==> config.mk <==
export PLATFORM = sky130hd
export DESIGN_NAME = ccl_fifo
export DESIGN_NICKNAME = d
export VERILOG_FILES = /design/src/rtl/ccl_pkg.sv /design/src/rtl/ccl_fifo.sv
export SDC_FILE = /design/constraint.sdc
export NUM_CORES = 1
export LEC_CHECK = 0
export BUFFER_PORTS_ARGS = -buffer_cell sky130_fd_sc_hd__buf_4
export CAP_MARGIN = 25
export CORE_MARGIN = 5
export CORE_UTILIZATION = 25
export CTS_CLUSTER_DIAMETER = 200
export DETAILED_ROUTE_END_ITERATION = 8
export MAX_ROUTING_LAYER = met4
export PLACE_DENSITY = 0.42
export SLEW_MARGIN = 15
export SYNTH_ARGS = -nofsm -noshare
export SYNTH_HDL_FRONTEND = slang
export SYNTH_SLANG_ARGS = --single-unit
export TNS_END_PERCENT = 1
==> constraint.sdc <==
create_clock -name clk_i -period 3.37 [get_ports clk_i]
set_input_delay 0.337 -clock clk_i [delete_from_list [all_inputs] [get_ports clk_i]]
set_output_delay 0.337 -clock clk_i [all_outputs]
set_load 0.02 [all_outputs]
==> src/rtl/ccl_pkg.sv <==
package ccl_pkg;

  localparam int MaxWidth  = 256;
  localparam int MaxHeight = 256;
  localparam int MaxLabels = 16384;

  localparam int LabelW = 14;
  localparam int AddrW  = 16;
  localparam int SideW  = 9;
  localparam int PosW   = 8;
  localparam int NfW    = 15;
  localparam int ProdW  = 2 * SideW;
  localparam int PixW   = 8;
  localparam int PaddrW = 3;
  localparam int DataW  = 32;

  localparam int FifoDepth = 4;

  localparam logic [SideW-1:0] MinSide     = SideW'(3);
  localparam logic [SideW-1:0] MaxWidthV   = SideW'(MaxWidth);
  localparam logic [SideW-1:0] MaxHeightV  = SideW'(MaxHeight);
  localparam logic [SideW-1:0] SideReset   = SideW'(256);
  localparam logic [NfW-1:0]   FirstLabel  = NfW'(2);
  localparam logic [NfW-1:0]   LabelLimit  = NfW'(MaxLabels);

  localparam logic CmdPixel = 1'b0;
  localparam logic CmdRead  = 1'b1;

  localparam logic RegImgWidth  = 1'b0;
  localparam logic RegImgHeight = 1'b1;

  typedef enum logic [1:0] {
    OP_BG,
    OP_OBJ,
    OP_READ
  } op_kind_e;

  typedef struct packed {
    op_kind_e          kind;
    logic              start;
    logic              last;
    logic              addr_ok;
    logic [AddrW-1:0]  idx;
    logic [SideW-1:0]  width;
  } ccl_op_t;

  typedef enum logic [4:0] {
    S_IDLE,
    S_ENTRY,
    S_NB,
    S_DECIDE,
    S_MRG_A,
    S_MRG_B,
    S_MRG_C,
    S_SW_RD,
    S_SW_CHK,
    S_WRITE,
    S_POST,
    S_FIN_RD,
    S_FIN_CHK,
    S_FIN_IND,
    S_FIN_END,
    S_RD_LS,
    S_RD_EQ,
    S_EMIT
  } back_state_e;

  function automatic logic [SideW-1:0] clamp_side(input logic [SideW-1:0] v,
                                                  input logic [SideW-1:0] hi);
    logic [SideW-1:0] r;
    r = v;
    if (v < MinSide) begin
      r = MinSide;
    end else if (v > hi) begin
      r = hi;
    end
    return r;
  endfunction

endpackage

==> src/rtl/ccl_fifo.sv <==
module ccl_fifo import ccl_pkg::*; (
  input  logic    clk_i,
  input  logic    rst_ni,
  input  logic    push_i,
  input  ccl_op_t data_i,
  output logic    full_o,
  input  logic    pop_i,
  output ccl_op_t data_o,
  output logic    empty_o
);

  localparam int PtrW = $clog2(FifoDepth);

  ccl_op_t          mem_q [FifoDepth];
  logic [PtrW-1:0]  wr_ptr_q, rd_ptr_q;
  logic [PtrW:0]    cnt_q;
  logic             do_push, do_pop;

  assign full_o  = (cnt_q == (PtrW+1)'(FifoDepth));
  assign empty_o = (cnt_q == '0);
  assign do_push = push_i && !full_o;
  assign do_pop  = pop_i && !empty_o;
  assign data_o  = mem_q[rd_ptr_q];

  always_ff @(posedge clk_i) begin
    if (do_push) begin
      mem_q[wr_ptr_q] <= data_i;
    end
  end

  always_ff @(posedge clk_i or negedge rst_ni) begin
    if (!rst_ni) begin
      wr_ptr_q <= '0;
      rd_ptr_q <= '0;
      cnt_q    <= '0;
    end else begin
      if (do_push) begin
        wr_ptr_q <= wr_ptr_q + PtrW'(1);
      end
      if (do_pop) begin
        rd_ptr_q <= rd_ptr_q + PtrW'(1);
      end
      if (do_push && !do_pop) begin
        cnt_q <= cnt_q + (PtrW+1)'(1);
      end else if (do_pop && !do_push) begin
        cnt_q <= cnt_q - (PtrW+1)'(1);
      end
    end
  end

endmodule

Word-level counts from Yosys, hierarchy flattened
Memories as Yosys holds them, arrays and structs flattened.
Index checks and enable logic that the tools add are counted.
{"block": "word_totals", "ff_bits": 7, "latch_bits": 0, "ram_bits": 120, "mem_bits_ro": 0, "inputBits": 34, "output_inout_bits": 32, "wordCells": 23, "mem_count": 1}
{"block": "classes", "addsub": 4, "multipliers": 0, "div": 0, "order_cmp": 0, "eq_ne": 1, "shifts": 0, "muxes": 4, "n_bitwise": 0, "reduce_logical": 10}
{"memory": "mem_q", "depth": 4, "word_bits": 30, "read_ports": 1, "rd_ports_with_merged_regs": 0, "wr": 1, "line": "ccl_fifo.sv:14", "text": "ccl_op_t mem_q [FifoDepth];"}
{"op": "3-bit two-way mux", "count": 2}
{"op": "2-bit by 1-bit adder with 2-bit output, second input constant", "count": 2}
{"op": "1-bit logical AND", "count": 4}
{"op": "1-bit logical NOT", "count": 4}
{"op": "3-bit by 1-bit adder with 3-bit output, second input constant", "count": 1}
{"op": "3-bit == test, second input constant", "count": 1}
{"op": "3-bit logical NOT", "count": 1}
{"op": "3-bit by 1-bit subtractor with 3-bit output, second input constant", "count": 1}
{"op": "1-bit two-way mux", "count": 2}
{"op": "2-bit nonzero test", "count": 1}

Logic depth before layout (Yosys ltp)
Gate-level depths: netlist (run 1).
{"block": "logic_depth", "depth_word": 7, "mapped_depth": 9, "mapped_depth_nobuf": 8}

Least setup slack after synthesis (run 1)
No wires, ideal clock.
{"block": "synth_path", "kind": "register to register", "from": "register cnt_q[0]", "to": "register cnt_q[1]", "setup_time_ps": 125, "arrival_ps": 1970, "required_time_ps": 3245, "slack_ps": 1275, "path_stages_with_launch": 8, "path_buffers": 1, "period_less_slack_ps": 2095, "cell_sequence": "dfrtp_1 nor3b_2 nor2b_1 buf_6 ha_1 inv_1 fa_1 mux2_2"}
{"block": "synth_between", "elab_chain_len": 6, "elab_cells_between_ends": 15, "classes_between": "add/sub: 2; eq/ne: 1; mux: 2; reduce/logical: 10"}
{"element": "start: declaration", "line": "ccl_fifo.sv:16", "text": "logic [PtrW:0] cnt_q;"}
{"element": "start signal: assignment", "line": "ccl_fifo.sv:44", "text": "cnt_q <= cnt_q + (PtrW+1)'(1);"}
{"element": "start signal: assignment", "line": "ccl_fifo.sv:46", "text": "cnt_q <= cnt_q - (PtrW+1)'(1);"}
{"element": "3-bit == test (*)", "line": "ccl_fifo.sv:19", "text": "assign full_o = (cnt_q == (PtrW+1)'(FifoDepth));"}
{"element": "via full_o", "line": "ccl_fifo.sv:6", "text": "output logic full_o,"}
{"element": "1-bit logical NOT (*)", "line": "ccl_fifo.sv:21", "text": "assign do_push = push_i && !full_o;"}
{"element": "1-bit logical AND (*)", "line": "ccl_fifo.sv:21"}
{"element": "via do_push", "line": "ccl_fifo.sv:17", "text": "logic do_push, do_pop;"}
{"element": "1-bit logical NOT", "line": "ccl_fifo.sv:45", "text": "end else if (do_pop && !do_push) begin"}
{"element": "1-bit logical AND", "line": "ccl_fifo.sv:45"}
{"element": "2-bit nonzero test (no line)"}
The timed path passes the listed nets; every way through them passes the cells marked *. The select of a mux whose other input is x is not followed.
A chain may end at the register's enable or synchronous reset.

==> impl_metrics.toml, run 1 <==
[pwr]
p_leak_nw = 2.07
clkPwrFrac_pct = 28.2
comb_power_share_pct = 30.3
power_density_mw_per_mm2 = 938
ir_drop_mv = 0.732
p_seq_share_pct = 41.4
power.internal_mw = 3.92
switching_share_pct = 30.5
power_switching_mw = 1.72

[min_path]
min_from = "data_i[1]"
whs_path_depth = 1
whs_endpoint = "mem_q[0][1]"
hp-class = "in2reg"

[finish]
fillers = 1829
seqCellArea_sq_mm = 0.00378
fin_area_sq_mm = 0.00602
final_nets = 311
final_util_pct = 32.1
final_common_cell = "edfxtp_1"
syn_to_final_growth_pct = 25.8
multi_input_area_sq_um = 905
n_antenna_cell = 0
drive_gt1_share_pct = 45.2
layout_common_cells = "120 x edfxtp_1, 65 x buf_4, 30 x mux4_2, 17 x clkbuf_16"

[logic_synthesis]
ys_seq_elements = 127
synth_area_per_cell_sq_um = 24.8
syn_area_sq_mm = 0.00479
yosysSeqAreaShare_pct = 78.9
synthCells = 193
synth_top_cells_by_area = "edfxtp_1 75%, mux4_2 14%, dfrtp_1 3.7%"
yosys_warnings = 0
syn-num-nets = 233
yosys.cell_types.count = 20
yosys.area.top_type = "edfxtp_1"
yosys.area.top_type_share_pct = 75.2

[setup_path]
crit_family = "flip-flops"
r2r_setup_slack_ns = 1.15
slowest_stage = "dfrtp_2"
crit_buf_inv = 2
rr_startpoint = "cnt_q[2]"
slowest_delay_ns = 0.78
cp-end-kind = "output pin"
worstSetupStartpointType = "flip-flop"
r2r_end = "mem_q[1][26]"
rr_worst_depth = 3
crit_chain = "buf_12 -> mux4_2 -> buf_4"
path_class = "reg2out"
crit_path_max_fanout = 17
required_ns = 3.03
cp_data_arrival_time_ns = 2.19

[floorplan]
start_util_pct = 25.5
fp.dieW_microns = 148
core_sq_mm = 0.0188
dieHeight_microns = 148
rows = 50
ios = 66
fp.dieArea_sq_mm = 0.0220

[sta]
maxSlewViolCount = 0
timing.fmax_ghz = 0.395
fin_skew_ns = 0.00346
period_needed_ns = 2.53
period_share_pct = 75.1
hold_viol = 0
totalNegativeSetupSlack_ns = 0
holdWs_ns = 0.126
tightest_slew_ns = 0.921
setup_violations = 0
rsz0062_at_grt = "no"
slew-limit-headroom_pct = 38.6

[drt]
drc = 0
viasPerCell = 4.09
wl_per_cell_microns = 18.2
dr_total_vias = 2114
drtIter0Drc = 87
first_pass_iters = 4
drt-total-wl_microns = 9410
ant_nets = 0

[clock_tree]
post_cts_resized = 0
cts.sink_count = 127
clk_pin_slew_ns = 0.05
cts.htree.levels = 4
cts_tree = "built"
cts_inserted_buffers = 17
clock_latency_ns = 0.41
clk_path_buf_depth = 2
clockRootBuffer = "clkbuf_16"

[grt]
first_global_vias = 2317
grt_pass1_wl_microns = 14200
track_usage_pct = 9.39
grt_start_max_net_pins = 32
antenna_found_initial = 0
grt_overflow = 0

[place]
port_buffers = 65
dp_hpwl_microns = 5640
dpl-instance-area_sq_mm = 0.00550
gp_congestion = 0.652

[run]
cap_viol_max_count = 0

[outcome]
outcome = "finished clean"
## metrics by stage
stage,std cells,setup WS (ns),power (mW)
global placement,485,1.12,4.16
finish,517,0.841,5.65
global route,517,0.688,5.95
CTS,517,0.743,5.78
floorplan,193,1.28,3.48
detailed placement,485,1.08,4.16
## routing by layer
metal	part of all wire (%)	routed length [microns]	vias to the layer above	global-route usage, %
li1	-	-	956	-
met1	45	4200	1093	11.6
met2	48	4500	54	13.7
met3	5.7	540	11	3.38
met4	1.8	168	0	4.57
met5	0	0	-	-
## synth_stat cells, drive strengths merged
| library cell | n |
|---|---|
| edfxtp | 120 |
| mux4 | 30 |
| buf | 8 |
| dfrtp | 7 |
| ha | 5 |
| and2 | 4 |
| inv | 4 |
| xnor2 | 4 |
| mux2 | 2 |
| xor2 | 2 |
| fa | 1 |
| nand2 | 1 |
| nand3 | 1 |
| nor2 | 1 |
| nor2b | 1 |
| nor3b | 1 |
| or3 | 1 |
## registers in the layout, summed over array words and instances, names as in the netlist
name and cells:
cnt_q 3, rd_ptr_q 2, mem_q 120, wr_ptr_q 2
## worst register-to-register path, cell delays in order (launching register included)
cell	delay (ns)
dfrtp_1	0.39
nor3b_2	0.17
nor2b_1	0.42
and2_2	0.85
## power by group through the flow
stage	Combinational (mW)	Sequential, mW	Clock, mW
2_1_floorplan	1.28	2.20	0
3_5_place_dp	1.77	2.39	0
5_1_grt	1.85	2.40	1.71
6_report	1.71	2.34	1.60
3_3_place_gp	1.78	2.38	0
4_1_cts	1.78	2.36	1.64
## cell type report
cell class	count	area share (%)
Clock buffer	21	7.31
Clock inverter	10	1.20
Inverter	4	0.249
Multi-Input combinational cell	54	15.0
Sequential cell	127	62.8
Tap cell	234	4.86
Timing Repair Buffer	67	8.60
## worst max-delay path by stage
stage / from / to / slack, ns / cells past startpoint
finish: rd_ptr_q[0] / data_o[22] / 0.84 / 3
global route: rd_ptr_q[0] / data_o[22] / 0.69 / 3
CTS: rd_ptr_q[0] / data_o[14] / 0.74 / 3
detailed placement: cnt_q[2] / mem_q[1][0] / 1.08 / 3
global placement: cnt_q[2] / mem_q[1][27] / 1.12 / 3
floorplan: cnt_q[0] / cnt_q[1] / 1.28 / 7
## logic make-up after synthesis
family / count (synthesis) / share of synthesized area, %
buf+inv: 12 / 2.35
fa+ha+maj: 6 / 1.72
xor+xnor: 6 / 1.10
mux: 32 / 14.7
flops: 127 / 78.9
simple gates: 10 / 1.31
## repair_timing
action | 4_1_cts | 5_1_grt
setup endpoints to repair | 0 | 0
hold endpoints to repair | 7 | 0
setup buffers | 0 | 0
hold buffers | 1 | 0
Note: power is estimated with default switching activity, not from simulation.
==> run 2, diff against run 1 <==
==> constraint.sdc (replaced) <==
create_clock -name clk_i -period 2.6 [get_ports clk_i]
set_input_delay 0.26 -clock clk_i [delete_from_list [all_inputs] [get_ports clk_i]]
set_output_delay 0.26 -clock clk_i [all_outputs]
set_load 0.02 [all_outputs]
==> impl_metrics.toml, run 2 (synthesis results as in run 1) <==
[outcome]
outcome = "finished clean"

[floorplan]
rows = 50
ios = 66
dieHeight_microns = 148
start_util_pct = 25.5
core_sq_mm = 0.0188
fp.dieW_microns = 148
fp.dieArea_sq_mm = 0.0220

[pwr]
p_leak_nw = 2.18
clkPwrFrac_pct = 32.5
ir_drop_mv = 0.537
power_density_mw_per_mm2 = 1260
power.internal_mw = 5.56
p_total_mw = 7.88
p_seq_share_pct = 36.8
switching_share_pct = 29.4
power_switching_mw = 2.32
comb_power_share_pct = 30.7

[sta]
setup_violations = 0
tightest_slew_ns = 0.566
hold_viol = 0
timing.fmax_ghz = 0.437
maxSlewViolCount = 0
fin_skew_ns = 0.00493
period_share_pct = 87.9
period_needed_ns = 2.29
totalNegativeSetupSlack_ns = 0
rsz0062_at_grt = "no"
slew-limit-headroom_pct = 62.3

[place]
dp_hpwl_microns = 5910
port_buffers = 65
gp_congestion = 0.672
dpl-instance-area_sq_mm = 0.00560
placedCellCount = 493

[drt]
dr_total_vias = 2172
wl_per_cell_microns = 18.0
drc = 0
first_pass_iters = 4
ant_nets = 0
viasPerCell = 4.15
drt-total-wl_microns = 9430
drtIter0Drc = 93

[setup_path]
worstSetupStartpointType = "flip-flop"
rr_worst_depth = 8
path_class = "reg2out"
cp-end-kind = "output pin"
crit_path_max_fanout = 20
required_ns = 2.34
cp_data_arrival_time_ns = 2.03

[clock_tree]
clk_pin_slew_ns = 0.06
cts_inserted_buffers = 17
cts.htree.levels = 4
post_cts_buffers = 0
clockRootBuffer = "clkbuf_16"
clk_path_buf_depth = 2
cts.sink_count = 127
clock_latency_ns = 0.41
post_cts_resized = 0
cts_tree = "built"
ctsHoldBuffers = 1

[finish]
final_nets = 319
fin_area_sq_mm = 0.00625
layout_common_cells = "120 x edfxtp_1, 70 x buf_4, 30 x mux4_2, 17 x clkbuf_16"
final_common_cell = "edfxtp_1"
top_regs = "mem_q x120, cnt_q x3"
n_antenna_cell = 0
syn_to_final_growth_pct = 30.4
largest_reg_flops = 120
largest_register = "mem_q"
drive_gt1_share_pct = 49.0
fillers = 1792
final_cells = 524

[grt]
grt_pass1_wl_microns = 14600
antenna_found_initial = 0
track_usage_pct = 9.35
groute.layer.met2.usage_pct = 14.8
grt_overflow = 0
grt_start_max_net_pins = 31
use_met1_pct = 10.8
first_global_vias = 2538
busiest_layer = "met2"
use_met3_pct = 3.75

[min_path]
hp-class = "in2reg"
whs_path_depth = 1

[run]
cap_viol_max_count = 0
==> run 2: cell count changes in the layout (fill, tap and decap cells not counted) <==
cell | before | now
clkbuf_1 | 4 | 0
clkinv_1 | 4 | 1
buf_12 | 1 | 4
buf_4 | 65 | 70
bufinv_16 | 1 | 5
clkinv_4 | 0 | 4
inv_6 | 0 | 2
clkinv_2 | 4 | 0
==> run 2: layout make-up <==
| type | count | area (sq um) | area share (%) |
|---|---|---|---|
| clock buffer | 17 | 425 | 6.81 |
| timing repair buffer | 75 | 616 | 9.85 |
| tap | 234 | 293 | 4.69 |
| clock inverter | 13 | 214 | 3.42 |
| inverter | 4 | 15.0 | 0.240 |
| sequential | 127 | 3780 | 60.5 |
| multi-input combinational | 54 | 905 | 14.5 |
==> run 2: final timing paths <==
kind / from / slack, ns / to
min: data_i[17] / 0.05 / mem_q[3][17]
max in group asynchronous: rst_ni / 2.27 / rd_ptr_q[1]
min in group asynchronous: rst_ni / 0.19 / wr_ptr_q[0]
max: rd_ptr_q[1] / 0.31 / data_o[22]
max reg2reg: cnt_q[0] / 0.49 / cnt_q[2]
min reg2reg: cnt_q[2] / 0.48 / cnt_q[2]
==> run 2: stage by stage <==
step	hold slack, ns	worst slack, ns	utilization (%)
after global routing	0.0309	0.185	33.3
after CTS	0.0292	0.245	33.3
final	0.0537	0.314	33.3
after floorplan	-0.0356	0.505	-
after global placement	0.0835	0.545	29.8
after detailed placement	0.0804	0.478	29.8
==> run 2: per-layer routing <==
| metal | vias up | routed length (microns) |
|---|---|---|
| met2 | 56 | 4900 |
| met4 | 0 | 87 |
| met5 | - | 0 |
| li1 | 973 | - |
| met3 | 7 | 562 |
| met1 | 1136 | 3890 |
==> run 2: worst max-delay path, stage by stage, from the launching register on <==
cell and delay (ns):
dfrtp_2 0.73, buf_4 0.33, mux4_2 0.37, buf_4 0.18
==> run 2: power groups by stage <==
stage          clock (mW)  combinational [mW]  sequential [mW]
6_report             2.56                2.42             2.90
5_1_grt              2.73                2.61             2.95
4_1_cts              2.62                2.51             2.92
3_5_place_dp            0                2.50             2.96
3_3_place_gp            0                2.51             2.94
2_1_floorplan           0                1.66             2.85
