File: config.mk
export PLATFORM = sky130hd
export DESIGN_NAME = ccl_front
export DESIGN_NICKNAME = d
export VERILOG_FILES = /design/src/rtl/ccl_pkg.sv /design/src/rtl/ccl_front.sv
export SDC_FILE = /design/constraint.sdc
export NUM_CORES = 1
export LEC_CHECK = 0
export BUFFER_PORTS_ARGS = -buffer_cell sky130_fd_sc_hd__buf_2
export CORE_MARGIN = 10
export CORE_UTILIZATION = 61
export CTS_CLUSTER_DIAMETER = 120
export DETAILED_ROUTE_END_ITERATION = 12
export PLACE_DENSITY = 0.95
export SLEW_MARGIN = 30
export SYNTH_ARGS = -nofsm -noshare
export SYNTH_HDL_FRONTEND = slang
export SYNTH_SLANG_ARGS = --single-unit
File: constraint.sdc
create_clock -name clk_i -period 12.75 [get_ports clk_i]
set_input_delay 2.55 -clock clk_i [delete_from_list [all_inputs] [get_ports clk_i]]
set_output_delay 2.55 -clock clk_i [all_outputs]
set_load 0.02 [all_outputs]
File: src/rtl/ccl_pkg.sv
package ccl_pkg;

  localparam int MaxWidth  = 256;
  localparam int MaxHeight = 256;
  localparam int MaxLabels = 16384;

  localparam int LabelW = 14;
  localparam int AddrW  = 16;
  localparam int SideW  = 9;
  localparam int PosW   = 8;
  localparam int NfW    = 15;
  localparam int ProdW  = 2 * SideW;
  localparam int PixW   = 8;
  localparam int PaddrW = 3;
  localparam int DataW  = 32;

  localparam int FifoDepth = 4;

  localparam logic [SideW-1:0] MinSide     = SideW'(3);
  localparam logic [SideW-1:0] MaxWidthV   = SideW'(MaxWidth);
  localparam logic [SideW-1:0] MaxHeightV  = SideW'(MaxHeight);
  localparam logic [SideW-1:0] SideReset   = SideW'(256);
  localparam logic [NfW-1:0]   FirstLabel  = NfW'(2);
  localparam logic [NfW-1:0]   LabelLimit  = NfW'(MaxLabels);

  localparam logic CmdPixel = 1'b0;
  localparam logic CmdRead  = 1'b1;

  localparam logic RegImgWidth  = 1'b0;
  localparam logic RegImgHeight = 1'b1;

  typedef enum logic [1:0] {
    OP_BG,
    OP_OBJ,
    OP_READ
  } op_kind_e;

  typedef struct packed {
    op_kind_e          kind;
    logic              start;
    logic              last;
    logic              addr_ok;
    logic [AddrW-1:0]  idx;
    logic [SideW-1:0]  width;
  } ccl_op_t;

  typedef enum logic [4:0] {
    S_IDLE,
    S_ENTRY,
    S_NB,
    S_DECIDE,
    S_MRG_A,
    S_MRG_B,
    S_MRG_C,
    S_SW_RD,
    S_SW_CHK,
    S_WRITE,
    S_POST,
    S_FIN_RD,
    S_FIN_CHK,
    S_FIN_IND,
    S_FIN_END,
    S_RD_LS,
    S_RD_EQ,
    S_EMIT
  } back_state_e;

  function automatic logic [SideW-1:0] clamp_side(input logic [SideW-1:0] v,
                                                  input logic [SideW-1:0] hi);
    logic [SideW-1:0] r;
    r = v;
    if (v < MinSide) begin
      r = MinSide;
    end else if (v > hi) begin
      r = hi;
    end
    return r;
  endfunction

endpackage

File: src/rtl/ccl_front.sv
module ccl_front import ccl_pkg::*; (
  input  logic              clk_i,
  input  logic              rst_ni,
  input  logic              psel,
  input  logic              penable,
  input  logic              pwrite,
  input  logic [PaddrW-1:0] paddr,
  input  logic [DataW-1:0]  pwdata,
  output logic [DataW-1:0]  prdata,
  output logic              pready,
  input  logic              in_valid_i,
  output logic              in_stall_o,
  input  logic              command_i,
  input  logic [PixW-1:0]   pixel_i,
  input  logic [AddrW-1:0]  address_i,
  output logic              push_o,
  output ccl_op_t           op_o,
  input  logic              full_i
);

  logic [SideW-1:0] img_w_q, img_h_q;
  logic [SideW-1:0] fw_q, fh_q;
  logic [PosW-1:0]  col_q, row_q;
  logic [AddrW-1:0] idx_q;
  logic [ProdW-1:0] frame_n;
  logic             accept, is_pix, start, col_end, row_end, border;
  logic [SideW-1:0] w_eff, h_eff;

  assign pready = 1'b1;
  assign prdata = {(DataW-SideW)'(0), (paddr[2] == RegImgHeight) ? img_h_q : img_w_q};

  always_ff @(posedge clk_i or negedge rst_ni) begin
    if (!rst_ni) begin
      img_w_q <= SideReset;
      img_h_q <= SideReset;
    end else if (psel && penable && pwrite) begin
      if (paddr[2] == RegImgHeight) begin
        img_h_q <= pwdata[SideW-1:0];
      end else begin
        img_w_q <= pwdata[SideW-1:0];
      end
    end
  end

  assign in_stall_o = full_i;
  assign accept     = in_valid_i && !full_i;
  assign is_pix     = (command_i == CmdPixel);
  assign start      = is_pix && (col_q == '0) && (row_q == '0);
  assign w_eff      = start ? clamp_side(img_w_q, MaxWidthV) : fw_q;
  assign h_eff      = start ? clamp_side(img_h_q, MaxHeightV) : fh_q;
  assign col_end    = (({1'b0, col_q} + SideW'(1)) == w_eff);
  assign row_end    = (({1'b0, row_q} + SideW'(1)) == h_eff);
  assign border     = (col_q == '0) || (row_q == '0) || col_end || row_end;
  assign frame_n    = fw_q * fh_q;

  always_comb begin
    op_o.start   = start;
    op_o.last    = is_pix && col_end && row_end;
    op_o.addr_ok = ({(ProdW-AddrW)'(0), address_i} < frame_n);
    op_o.idx     = is_pix ? idx_q : address_i;
    op_o.width   = w_eff;
    if (!is_pix) begin
      op_o.kind = OP_READ;
    end else if ((pixel_i != '0) && !border) begin
      op_o.kind = OP_OBJ;
    end else begin
      op_o.kind = OP_BG;
    end
  end

  assign push_o = accept;

  always_ff @(posedge clk_i or negedge rst_ni) begin
    if (!rst_ni) begin
      fw_q  <= '0;
      fh_q  <= '0;
      col_q <= '0;
      row_q <= '0;
      idx_q <= '0;
    end else if (accept && is_pix) begin
      if (start) begin
        fw_q <= w_eff;
        fh_q <= h_eff;
      end
      if (col_end) begin
        col_q <= '0;
        row_q <= row_end ? '0 : row_q + PosW'(1);
      end else begin
        col_q <= col_q + PosW'(1);
      end
      idx_q <= (col_end && row_end) ? '0 : idx_q + AddrW'(1);
    end
  end

endmodule

# Yosys cells after proc, flatten, opt, wreduce, memory -nomap -nowiden
# Cells that the tools add are included.
[word_totals] reg_bits=68 inputBits=67 out_inout_bits=65 wordCells=57
[classes] n_addsub=5 n_mul=1 n_lt_le_gt_ge=5 eq_ne=2 muxes=13 bitwise_logic=2 n_reduce_logical=22
[ops] op="9-bit two-way mux" n=7
[ops] op="16-bit two-way mux" n=2
[ops] op="8-bit by 1-bit adder with 9-bit output (second input constant)" n=2
[ops] op="9-bit equality test" n=2
[ops] op="9-bit > comparator (second input constant)" n=2
[ops] op="16-bit by 18-bit < comparator with 1-bit output" n=1
[ops] op="9-bit by 2-bit < comparator with 1-bit output (second input constant)" n=2
[ops] op="9-bit by 9-bit multiplier with 18-bit output" n=1
[ops] op="16-bit by 1-bit adder with 16-bit output (second input constant)" n=1
[ops] op="8-bit by 1-bit adder with 8-bit output (second input constant)" n=2
[ops] op="8-bit zero test" n=2
[ops] op="8-bit two-way mux" n=2
[ops] op="1-bit logical AND" n=10
[ops] op="2-bit AND reduction" n=4
[ops] op="8-bit nonzero test" n=1
[ops] op="1-bit logical OR" n=3
[ops] op="1-bit zero test" n=2
[ops] op="2-bit two-way mux" n=1
[ops] op="1-bit inverter" n=2
[ops] op="1-bit two-way mux" n=1

# Depth between registers and ports, before layout
# Gate-level depths: netlist of the first run.
[depth] word_depth=11 mapped_depth=24 mapped_depth_nobuf=23

# Worst setup path after synthesis of the first run
# OpenSTA, ideal clock, no wires.
[synth_path] path_type="reg2out" from="register fw_q[1]" to="output port op_o[25] in the netlist's numbering" arrival_time_ns=5.028 t_required_ns=10.200 setup_slack_ns=5.172 path_stages_with_launch=20 n_path_buf=1 path_cell_list="dfrtp_1 -> clkbuf_1 -> and2_1 -> fa_1 -> fa_1 -> fa_1 -> inv_1 -> fa_1 -> inv_1 -> ha_1 -> or2_2 -> o31a_1 -> a31oi_1 -> xor2_1 -> ha_1 -> a2111oi_0 -> o21ai_0 -> a21oi_1 -> o21ai_0 -> nand4b_1"
[synth_rtl] element="from (decl)" line="ccl_front.sv:22" source="logic [SideW-1:0] fw_q, fh_q;"
[synth_rtl] element="from (signal assigned)" line="ccl_front.sv:82" source="fw_q <= w_eff;"
[synth_rtl] element="to (decl)" line="ccl_front.sv:17" source="output ccl_op_t op_o,"

==> results of run 1 <==
## cell usage after synthesis, types with 4 or more instances
library cell / instances / area [sq um]
xor2_1: 27 / 236
and2_1: 55 / 344
nand4b_1: 5 / 43.8
nor4_1: 6 / 37.5
a21o_1: 6 / 45.0
ha_1: 58 / 726
nand2b_1: 8 / 50.1
buf_4: 29 / 218
nand3_1: 18 / 90.1
o31ai_1: 7 / 52.6
nor3_1: 8 / 40.0
dfrtp_1: 66 / 1650
and3_1: 8 / 50.1
inv_1: 92 / 345
nor2_1: 22 / 82.6
or2_2: 5 / 31.3
a21oi_1: 37 / 185
or3_1: 6 / 37.5
xnor2_1: 16 / 140
nor2b_1: 8 / 50.1
buf_2: 5 / 25.0
buf_6: 4 / 45.0
fa_1: 50 / 1000
o21ai_0: 36 / 180
a31oi_1: 8 / 50.1
clkbuf_1: 32 / 120
mux2_2: 48 / 541
nand2_1: 82 / 308
mux2i_1: 5 / 50.1
nand4_1: 8 / 50.1
## flip-flops by register name, summed over array words and instances, names as in the netlist
| signal | flops |
|---|---|
| img_w_q | 9 |
| img_h_q | 9 |
| col_q | 8 |
| fh_q | 9 |
| row_q | 8 |
| idx_q | 16 |
| fw_q | 9 |
## final cells by class
class	instances	share of cell area [%]
clock buffer	13	3.11
timing repair buffer	84	5.29
inverter	93	4.40
clock inverter	3	0.498
tap	147	2.29
sequential	68	21.2
multi-input combinational	620	63.2
## critical path: cells and delay by family, from the launching register on
family	cells	cell delay (ns)
xor gates and xnor gates	1	0.08
AOI/OAI and AO/OA	8	1.70
and+or+nand+nor	3	0.42
DFF	1	0.66
buffers and inverters	4	0.32
adders and majority gates	6	2.40
## metrics by stage
step,util (%),power (mW),std cells
after floorplan,-,0.472,854
after CTS,67.0,0.781,1028
after global placement,64.5,0.520,1012
final,67.0,0.783,1028
after detailed placement,64.5,0.529,1012
after global routing,67.0,0.824,1028
## worst max-delay path by stage
stage | to | slack (ns) | cells past startpoint
4_1_cts | op_o[25] | 4.30 | 21
6_report | op_o[25] | 4.27 | 22
3_3_place_gp | op_o[26] | 4.45 | 10
2_1_floorplan | op_o[25] | 5.17 | 19
3_5_place_dp | op_o[26] | 4.36 | 10
5_1_grt | op_o[25] | 3.78 | 21
## layer usage
metal  global-route usage [%]  wire, um  share of wire (%)
met2                     38.1      9180                 50
met3                     5.60      1520                8.3
met5                        0         0                  0
met1                     25.7      7210                 39
met4                     8.18       467                2.5
## power breakdown
group	internal (mW)	switching, mW
Sequential	0.245	0.0486
Combinational	0.108	0.129
Clock	0.156	0.0965
Total	0.509	0.274
## logic make-up (layout without fill, tap and decap cells)
logic type      after synthesis  in the layout
compound gates              135            135
simple gates                251            251
xor+xnor                     46             46
buf+inv                     166            193
flops                        68             68
mux                          56             56
other cells                   2             24
fa+ha+maj                   108            108
==> results.tsv, run 1 <==
metric	value	unit
outcome	finished, final reports clean	
synthMuxAreaShare	8.38	%
synth_ff_type	dfrtp_1	
min_period_over_period	66.5	%
wire_per_inst	17.9	um
reg2reg_to	row_q[1]	
clk_latency	0.35	ns
routed_wl	18400	um
cts_hold_buffers	0	
dieArea	0.0171	sq mm
multi_input_area	0.00509	sq mm
core	0.0120	sq mm
worstPathArrival	5.93	ns
grt_pass1_wl	30300	um
postCtsSetupBuffers	0	
synthArstFlopShare	100	%
crit_chain	nand2_1 -> fa_1 -> inv_1 -> fa_1 -> ha_1 -> inv_1 -> fa_1 -> inv_1 -> ha_1 -> nor2b_1 -> o21a_1 -> o21ai_0 -> a21oi_1 -> a21oi_1 -> xor2_1 -> ha_1 -> a2111oi_0 -> o21ai_0 -> a21oi_1 -> o21ai_0 -> nand4b_1 -> buf_2	
avgViaCountPerCell	5.97	
synth-adder-area-share	23.0	%
place_ws	4.36	ns
cap_violations	0	
cp-startpoint	fw_q[4]	
yosys.area_share.simple	17.9	%
hold_viol_final	0	
r2r-start	col_q[0]	
worstRegToRegCells	12	
ys_seq_area_share	22.7	%
crit_path_end_kind	output port	
post-route-min-period	8.48	ns
num-nets-final	1051	
yosys.area_share.xor_xnor	5.95	%
grt_pass1_vias	6406	
htree_num_levels	3	
rsz0062_at_grt	no	
setup_slack	4.27	ns
setup_violations	0	
final_common_cell	inv_1	
slew_headroom	38.2	%
synth_top_family_by_area	adder cells	
rows	40	
fin_hold_ws	0.560	ns
track_usage	22.0	%
yosys_register_bits	68	
drt_iter0_drc	487	
clk_pin_slew	0.05	ns
synth_cells	832	
fp.dieW	131	um
start_kind	flip-flop	
io_buffers	82	
worstMarginPinSlew	0.924	ns
finalClockSkew	0.00772	ns
post_dp_cell_area	0.00775	sq mm
antenna_cells_inserted	0	
ff2ff_setup_slack	8.25	ns
layout-drive-gt1-share	18.5	%
irDropWorstVdd	0.000105	V
dp_hpwl	13900	um
p_per_area	97.3	mW/mm^2
ant_nets	0	
holdPathStages	2	
synth_edf_count	0	
syn2layout_area_growth	7.38	%
gp_congestion	0.890	
antenna_found_initial	0	
num_vias	6137	
cp.required	10.20	ns
hold_path.class	reg -> reg	
fill_cells	913	
avgSynthCellArea	9.00	sq um
cts_buffer_depth	2	
ys.warnings.count	0	
start_util	62.4	%
die_h	131	um
cts_resized	0	
hp-start	idx_q[15]	
grt_max_degree	69	
overflow	0	
final_cell_mix	inv_1, nand2_1, buf_2, dfrtp_1, ha_1	
seq_area	0.00170	sq mm
cts_buffers	9	
root_buffer	clkbuf_16	
tns	0	ns
worst_path_largest_cell_delay	0.66	ns
drv_slew	0	
slowest_stage	dfrtp_1	
fin_area	0.00804	sq mm
leakage	4.05	nW
dr.pass1.iters	5	
synth.distinct_cells	69	
drc	0	
cts_tree	built	
synth_compound_area_share	11.4	%
num_io_pins	132	
crit_fanout	13	
fmax	0.118	GHz
hold-path-endpoint	idx_q[15]	
cts_num_sinks	68	
worstSetupPathType	reg -> out	
syn_area	0.00749	sq mm
Power figures use the tool's default switching activity.
==> run 2: changes to the inputs <==
--- a/config.mk
+++ b/config.mk
@@ -7,10 +7,10 @@
 export LEC_CHECK = 0
 export BUFFER_PORTS_ARGS = -buffer_cell sky130_fd_sc_hd__buf_2
 export CORE_MARGIN = 10
-export CORE_UTILIZATION = 61
+export CORE_UTILIZATION = 58
 export CTS_CLUSTER_DIAMETER = 120
 export DETAILED_ROUTE_END_ITERATION = 12
-export PLACE_DENSITY = 0.95
+export PLACE_DENSITY = 0.93
 export SLEW_MARGIN = 30
 export SYNTH_ARGS = -nofsm -noshare
 export SYNTH_HDL_FRONTEND = slang
==> constraint.sdc (replaced) <==
create_clock -name clk_i -period 8.7 [get_ports clk_i]
set_input_delay 1.74 -clock clk_i [delete_from_list [all_inputs] [get_ports clk_i]]
set_output_delay 1.74 -clock clk_i [all_outputs]
set_load 0.02 [all_outputs]
==> run 2 against run 1 <==
Compared with the run above: final cell count grew 2.6%; design area up 0.75%; clock skew is essentially flat; via count is 1.6% lower; critical endpoint unchanged; critical path type unchanged.
==> results.tsv, run 2 (synthesis results as in run 1) <==
metric	value	unit
outcome	finished, final reports clean	
layout-drive-gt1-share	18.8	%
rsz0062_at_grt	no	
rows	41	
hold_path.class	reg -> reg	
drt_iter0_drc	456	
grt_pass1_vias	6249	
min_period_over_period	87.8	%
cts_resized	0	
cts_buffers	9	
core	0.0126	sq mm
cts_buffer_depth	2	
worstPathArrival	5.90	ns
grt_max_degree	69	
crit_path_end_kind	output port	
cap_violations	0	
num_io_pins	132	
start_util	59.4	%
clk_pin_slew	0.06	ns
dp_hpwl	13900	um
syn2layout_area_growth	8.18	%
fill_cells	1024	
antenna_cells_inserted	0	
leakage	4.06	nW
postCtsSetupBuffers	0	
io_buffers	82	
grt_pass1_wl	30000	um
post-route-min-period	7.64	ns
htree_num_levels	3	
dieArea	0.0179	sq mm
overflow	0	
finalClockSkew	0.00774	ns
root_buffer	clkbuf_16	
crit_fanout	12	
antenna_found_initial	0	
fmax	0.131	GHz
fp.dieW	134	um
top_register	idx_q	
start_kind	flip-flop	
die_h	134	um
routed_wl	18000	um
clk_latency	0.35	ns
gp_congestion	0.902	
dr.pass1.iters	4	
cts_num_sinks	68	
final_cell_mix	inv_1, nand2_1, buf_2, dfrtp_1, ha_1	
hold_viol_final	0	
cts_tree	built	
cp.required	6.96	ns
track_usage	20.3	%
drc	0	
setup_violations	0	
worstSetupPathType	reg -> out	
cts_hold_buffers	0	
worstMarginPinSlew	0.924	ns
tns	0	ns
final_util	64.2	%
p_per_area	141	mW/mm^2
fin_hold_ws	0.559	ns
num-nets-final	1053	
drv_slew	0	
num_vias	6040	
avgViaCountPerCell	5.73	
slew_headroom	38.3	%
irDropWorstVdd	0.000169	V
largest_reg_flops	16	
final_common_cell	inv_1	
wire_per_inst	17.1	um
ant_nets	0	
## run 2: changes by cell type in the layout (fill, tap and decap cells not counted)
cell | previous run | this run
and3_1 | 7 | 8
inv_6 | 0 | 1
and3_2 | 1 | 0
clkinvlp_4 | 0 | 2
clkbuf_8 | 1 | 0
buf_12 | 0 | 1
clkbuf_1 | 3 | 1
buf_4 | 2 | 3
## run 2: metrics by stage
| step | cells | worst slack [ns] | total power [mW] | area [sq um] |
|---|---|---|---|---|
| global route | 1055 | 0.562 | 1.20 | 8100 |
| finish | 1055 | 1.06 | 1.14 | 8100 |
| CTS | 1054 | 1.04 | 1.14 | 8080 |
| detailed placement | 1038 | 1.45 | 0.772 | 7790 |
| global placement | 1038 | 1.51 | 0.759 | 7790 |
| floorplan | 854 | 1.93 | 0.692 | 7570 |
## run 2: layer usage
layer | wire, um | up-vias | track usage (%)
met4 | 454 | 0 | 7.19
li1 | - | 2834 | -
met1 | 7260 | 2943 | 23.4
met2 | 8970 | 222 | 34.7
met5 | 0 | - | 0
met3 | 1330 | 41 | 6.09
## run 2: worst paths after layout
check | start | to | slack (ns) | cells after the start
max | fw_q[5] | op_o[25] | 1.06 | 21
min | img_w_q[1] | img_w_q[1] | 0.56 | 1
max reg2reg | col_q[0] | row_q[7] | 4.19 | 12
min reg2reg | img_w_q[1] | img_w_q[1] | 0.56 | 1
max in group asynchronous | rst_ni | img_w_q[8] | 6.71 | 3
min in group asynchronous | rst_ni | col_q[0] | 1.40 | 2
## run 2: where the power goes
part | total [mW] | switching (mW) | internal (mW) | leakage [nW]
sequential | 0.430 | 0.0712 | 0.358 | 0.887
combinational | 0.346 | 0.186 | 0.160 | 3.03
clock | 0.367 | 0.145 | 0.222 | 0.139
## run 2: layout make-up
class | count | area (sq um) | area share [%]
multi-input cells | 620 | 5080 | 62.7
flip-flops and latches | 68 | 1700 | 21.0
repair buffers | 86 | 453 | 5.59
inverters | 93 | 354 | 4.37
clock buffers | 10 | 229 | 2.83
well taps | 172 | 215 | 2.66
clock inverters | 6 | 63.8 | 0.787
## run 2: critical path: stages, from the launching register on
cell and delay [ns]:
dfrtp_1 0.64, nand2_1 0.18, fa_1 0.52, inv_1 0.05, fa_1 0.44, ha_1 0.29, inv_1 0.05, fa_1 0.59
inv_1 0.06, ha_1 0.29, a21o_1 0.18, a21oi_1 0.28, o21ai_0 0.20, a31oi_1 0.23, xor2_1 0.17, ha_1 0.26
a2111oi_0 0.37, o21ai_0 0.14, a21oi_1 0.19, o21ai_0 0.14, nand4b_1 0.11, buf_2 0.17
==> run 3: changes to the inputs <==
--- a/config.mk
+++ b/config.mk
@@ -6,8 +6,10 @@
 export NUM_CORES = 1
 export LEC_CHECK = 0
 export BUFFER_PORTS_ARGS = -buffer_cell sky130_fd_sc_hd__buf_2
+export CELL_PAD_IN_SITES_DETAIL_PLACEMENT = 1
+export CELL_PAD_IN_SITES_GLOBAL_PLACEMENT = 2
 export CORE_MARGIN = 10
-export CORE_UTILIZATION = 58
+export CORE_UTILIZATION = 35
 export CTS_CLUSTER_DIAMETER = 120
 export DETAILED_ROUTE_END_ITERATION = 12
 export PLACE_DENSITY = 0.93
@@ -15,3 +17,4 @@
 export SYNTH_ARGS = -nofsm -noshare
 export SYNTH_HDL_FRONTEND = slang
 export SYNTH_SLANG_ARGS = --single-unit
+export TNS_END_PERCENT = 5
==> constraint.sdc (replaced) <==
create_clock -name clk_i -period 8.4 [get_ports clk_i]
set_input_delay 1.68 -clock clk_i [delete_from_list [all_inputs] [get_ports clk_i]]
set_output_delay 1.68 -clock clk_i [all_outputs]
set_load 0.02 [all_outputs]
==> run 3 against run 2 <==
Compared with the run above: die area rose by 55%; combinational power increased by 4%; core utilization down 25 points; total power rose by 6.3%; largest cell class unchanged; clock skew decreased by 0.0021 ns; count of clock-buffer cells in the layout unchanged; clock power is 10% higher; first-iteration DRC count fell by 49%.
==> results.tsv, run 3 (synthesis results as in run 1) <==
metric	value	unit
outcome	finished, final reports clean	
final_cell_mix	inv_1, buf_2, nand2_1, dfrtp_1, ha_1	
post-route-min-period	7.66	ns
min_period_over_period	91.2	%
post_dp_cell_area	0.00792	sq mm
clk_latency	0.35	ns
worstSetupPathType	reg -> out	
gp_congestion	0.813	
cap_violations	0	
rsz0062_at_grt	no	
cts_hold_buffers	0	
setup_violations	0	
reg2reg_to	row_q[7]	
routed_wl	20600	um
r2r-start	row_q[0]	
p_per_area	147	mW/mm^2
fill_cells	2497	
holdPathStages	2	
num-nets-final	1052	
dr.pass1.iters	4	
crit_path_end_kind	output port	
cts_resized	0	
core	0.0210	sq mm
hold_path.class	reg -> reg	
cts_num_sinks	68	
rows	53	
grt_pass1_vias	6572	
worstRegToRegCells	11	
start_util	35.6	%
grt_pass1_wl	34400	um
drv_slew	0	
syn2layout_area_growth	9.95	%
fmax	0.131	GHz
drc	0	
num_io_pins	132	
top_register	idx_q	
num_vias	6019	
die_h	166	um
layout-drive-gt1-share	18.9	%
endpoint	op_o[25]	
final_common_cell	inv_1	
postCtsSetupBuffers	0	
dp_hpwl	16100	um
fin_area	0.00824	sq mm
cts_buffer_depth	2	
hold_viol_final	0	
cts_tree	built	
crit_fanout	13	
leakage	4.06	nW
largest_reg_flops	16	
cts_buffers	9	
grt_max_degree	69	
ant_nets	0	
worstPathArrival	5.98	ns
irDropWorstVdd	0.000107	V
root_buffer	clkbuf_16	
slew_headroom	45.1	%
io_buffers	82	
start_kind	flip-flop	
antenna_found_initial	0	
finalClockSkew	0.00564	ns
avgViaCountPerCell	5.20	
cp-startpoint	fw_q[4]	
drt_iter0_drc	234	
cp.required	6.72	ns
dieArea	0.0277	sq mm
worstMarginPinSlew	0.824	ns
htree_num_levels	3	
wire_per_inst	17.8	um
tns	0	ns
overflow	0	
fp.dieW	166	um
antenna_cells_inserted	0	
ff2ff_setup_slack	3.51	ns
clk_pin_slew	0.06	ns
track_usage	14.9	%
run 3: cell types whose count changed in the layout (fill, tap and decap cells not counted):
cell | before | now
clkinv_2 | 2 | 0
clkbuf_1 | 1 | 0
buf_4 | 3 | 2
buf_12 | 1 | 0
buf_6 | 0 | 1
clkinv_4 | 1 | 3
nand2_1 | 82 | 81
nand2_2 | 0 | 1
clkbuf_8 | 0 | 1
run 3: worst min path at each step:
stage                     startpoint    endpoint
after global placement    img_w_q[0]  img_w_q[0]
after detailed placement   idx_q[15]   idx_q[15]
final                      idx_q[15]   idx_q[15]
after CTS                  idx_q[15]   idx_q[15]
after global routing      img_w_q[0]  img_w_q[0]
after floorplan           img_h_q[7]  img_h_q[7]
run 3: per-layer routing:
| layer | wire length (um) | vias to the layer above | share of wire [%] | global-route usage (%) |
|---|---|---|---|---|
| li1 | - | 2828 | - | - |
| met1 | 9420 | 3063 | 46 | 18.6 |
| met2 | 10100 | 115 | 49 | 25.6 |
| met3 | 920 | 13 | 4.5 | 3.43 |
| met4 | 187 | 0 | 0.91 | 2.79 |
| met5 | 0 | - | 0 | 0 |
run 3: worst max-delay path, cell delays in order, from the launching register on:
cell       delay [ns]
dfrtp_1          0.68
nand2_1          0.16
fa_1             0.52
inv_1            0.05
fa_1             0.44
ha_1             0.29
inv_1            0.07
fa_1             0.61
inv_1            0.07
ha_1             0.29
a21o_1           0.17
a21oi_1          0.28
o21ai_0          0.18
a31oi_1          0.23
xor2_1           0.16
ha_1             0.26
a2111oi_0        0.41
o21ai_0          0.15
a21oi_1          0.18
o21ai_0          0.14
nand4b_1         0.11
buf_2            0.17
run 3: cell type report:
type,instances,area [sq um],area share (%)
clock inverter,6,71.3,0.866
multi-input combinational,620,5090,61.8
sequential,68,1700,20.7
tap,275,344,4.18
clock buffer,10,239,2.90
timing repair buffer,85,437,5.30
inverter,93,354,4.30
run 3: where the power goes:
part	internal [mW]	switching [mW]	total [mW]
combinational	0.164	0.197	0.361
clock	0.240	0.164	0.404
sequential	0.371	0.0779	0.449
run 3: per-stage QoR:
step                      power (mW)  utilization, %  hold WS, ns  cells  setup slack (ns)
after floorplan                0.717               -        0.511    854              1.69
after global placement         0.804            37.7        0.537   1141              1.16
after detailed placement       0.816            37.7        0.541   1141              1.05
after CTS                       1.23            39.2        0.558   1157             0.629
after global routing            1.28            39.2        0.618   1157             0.282
final                           1.21            39.2        0.560   1157             0.743
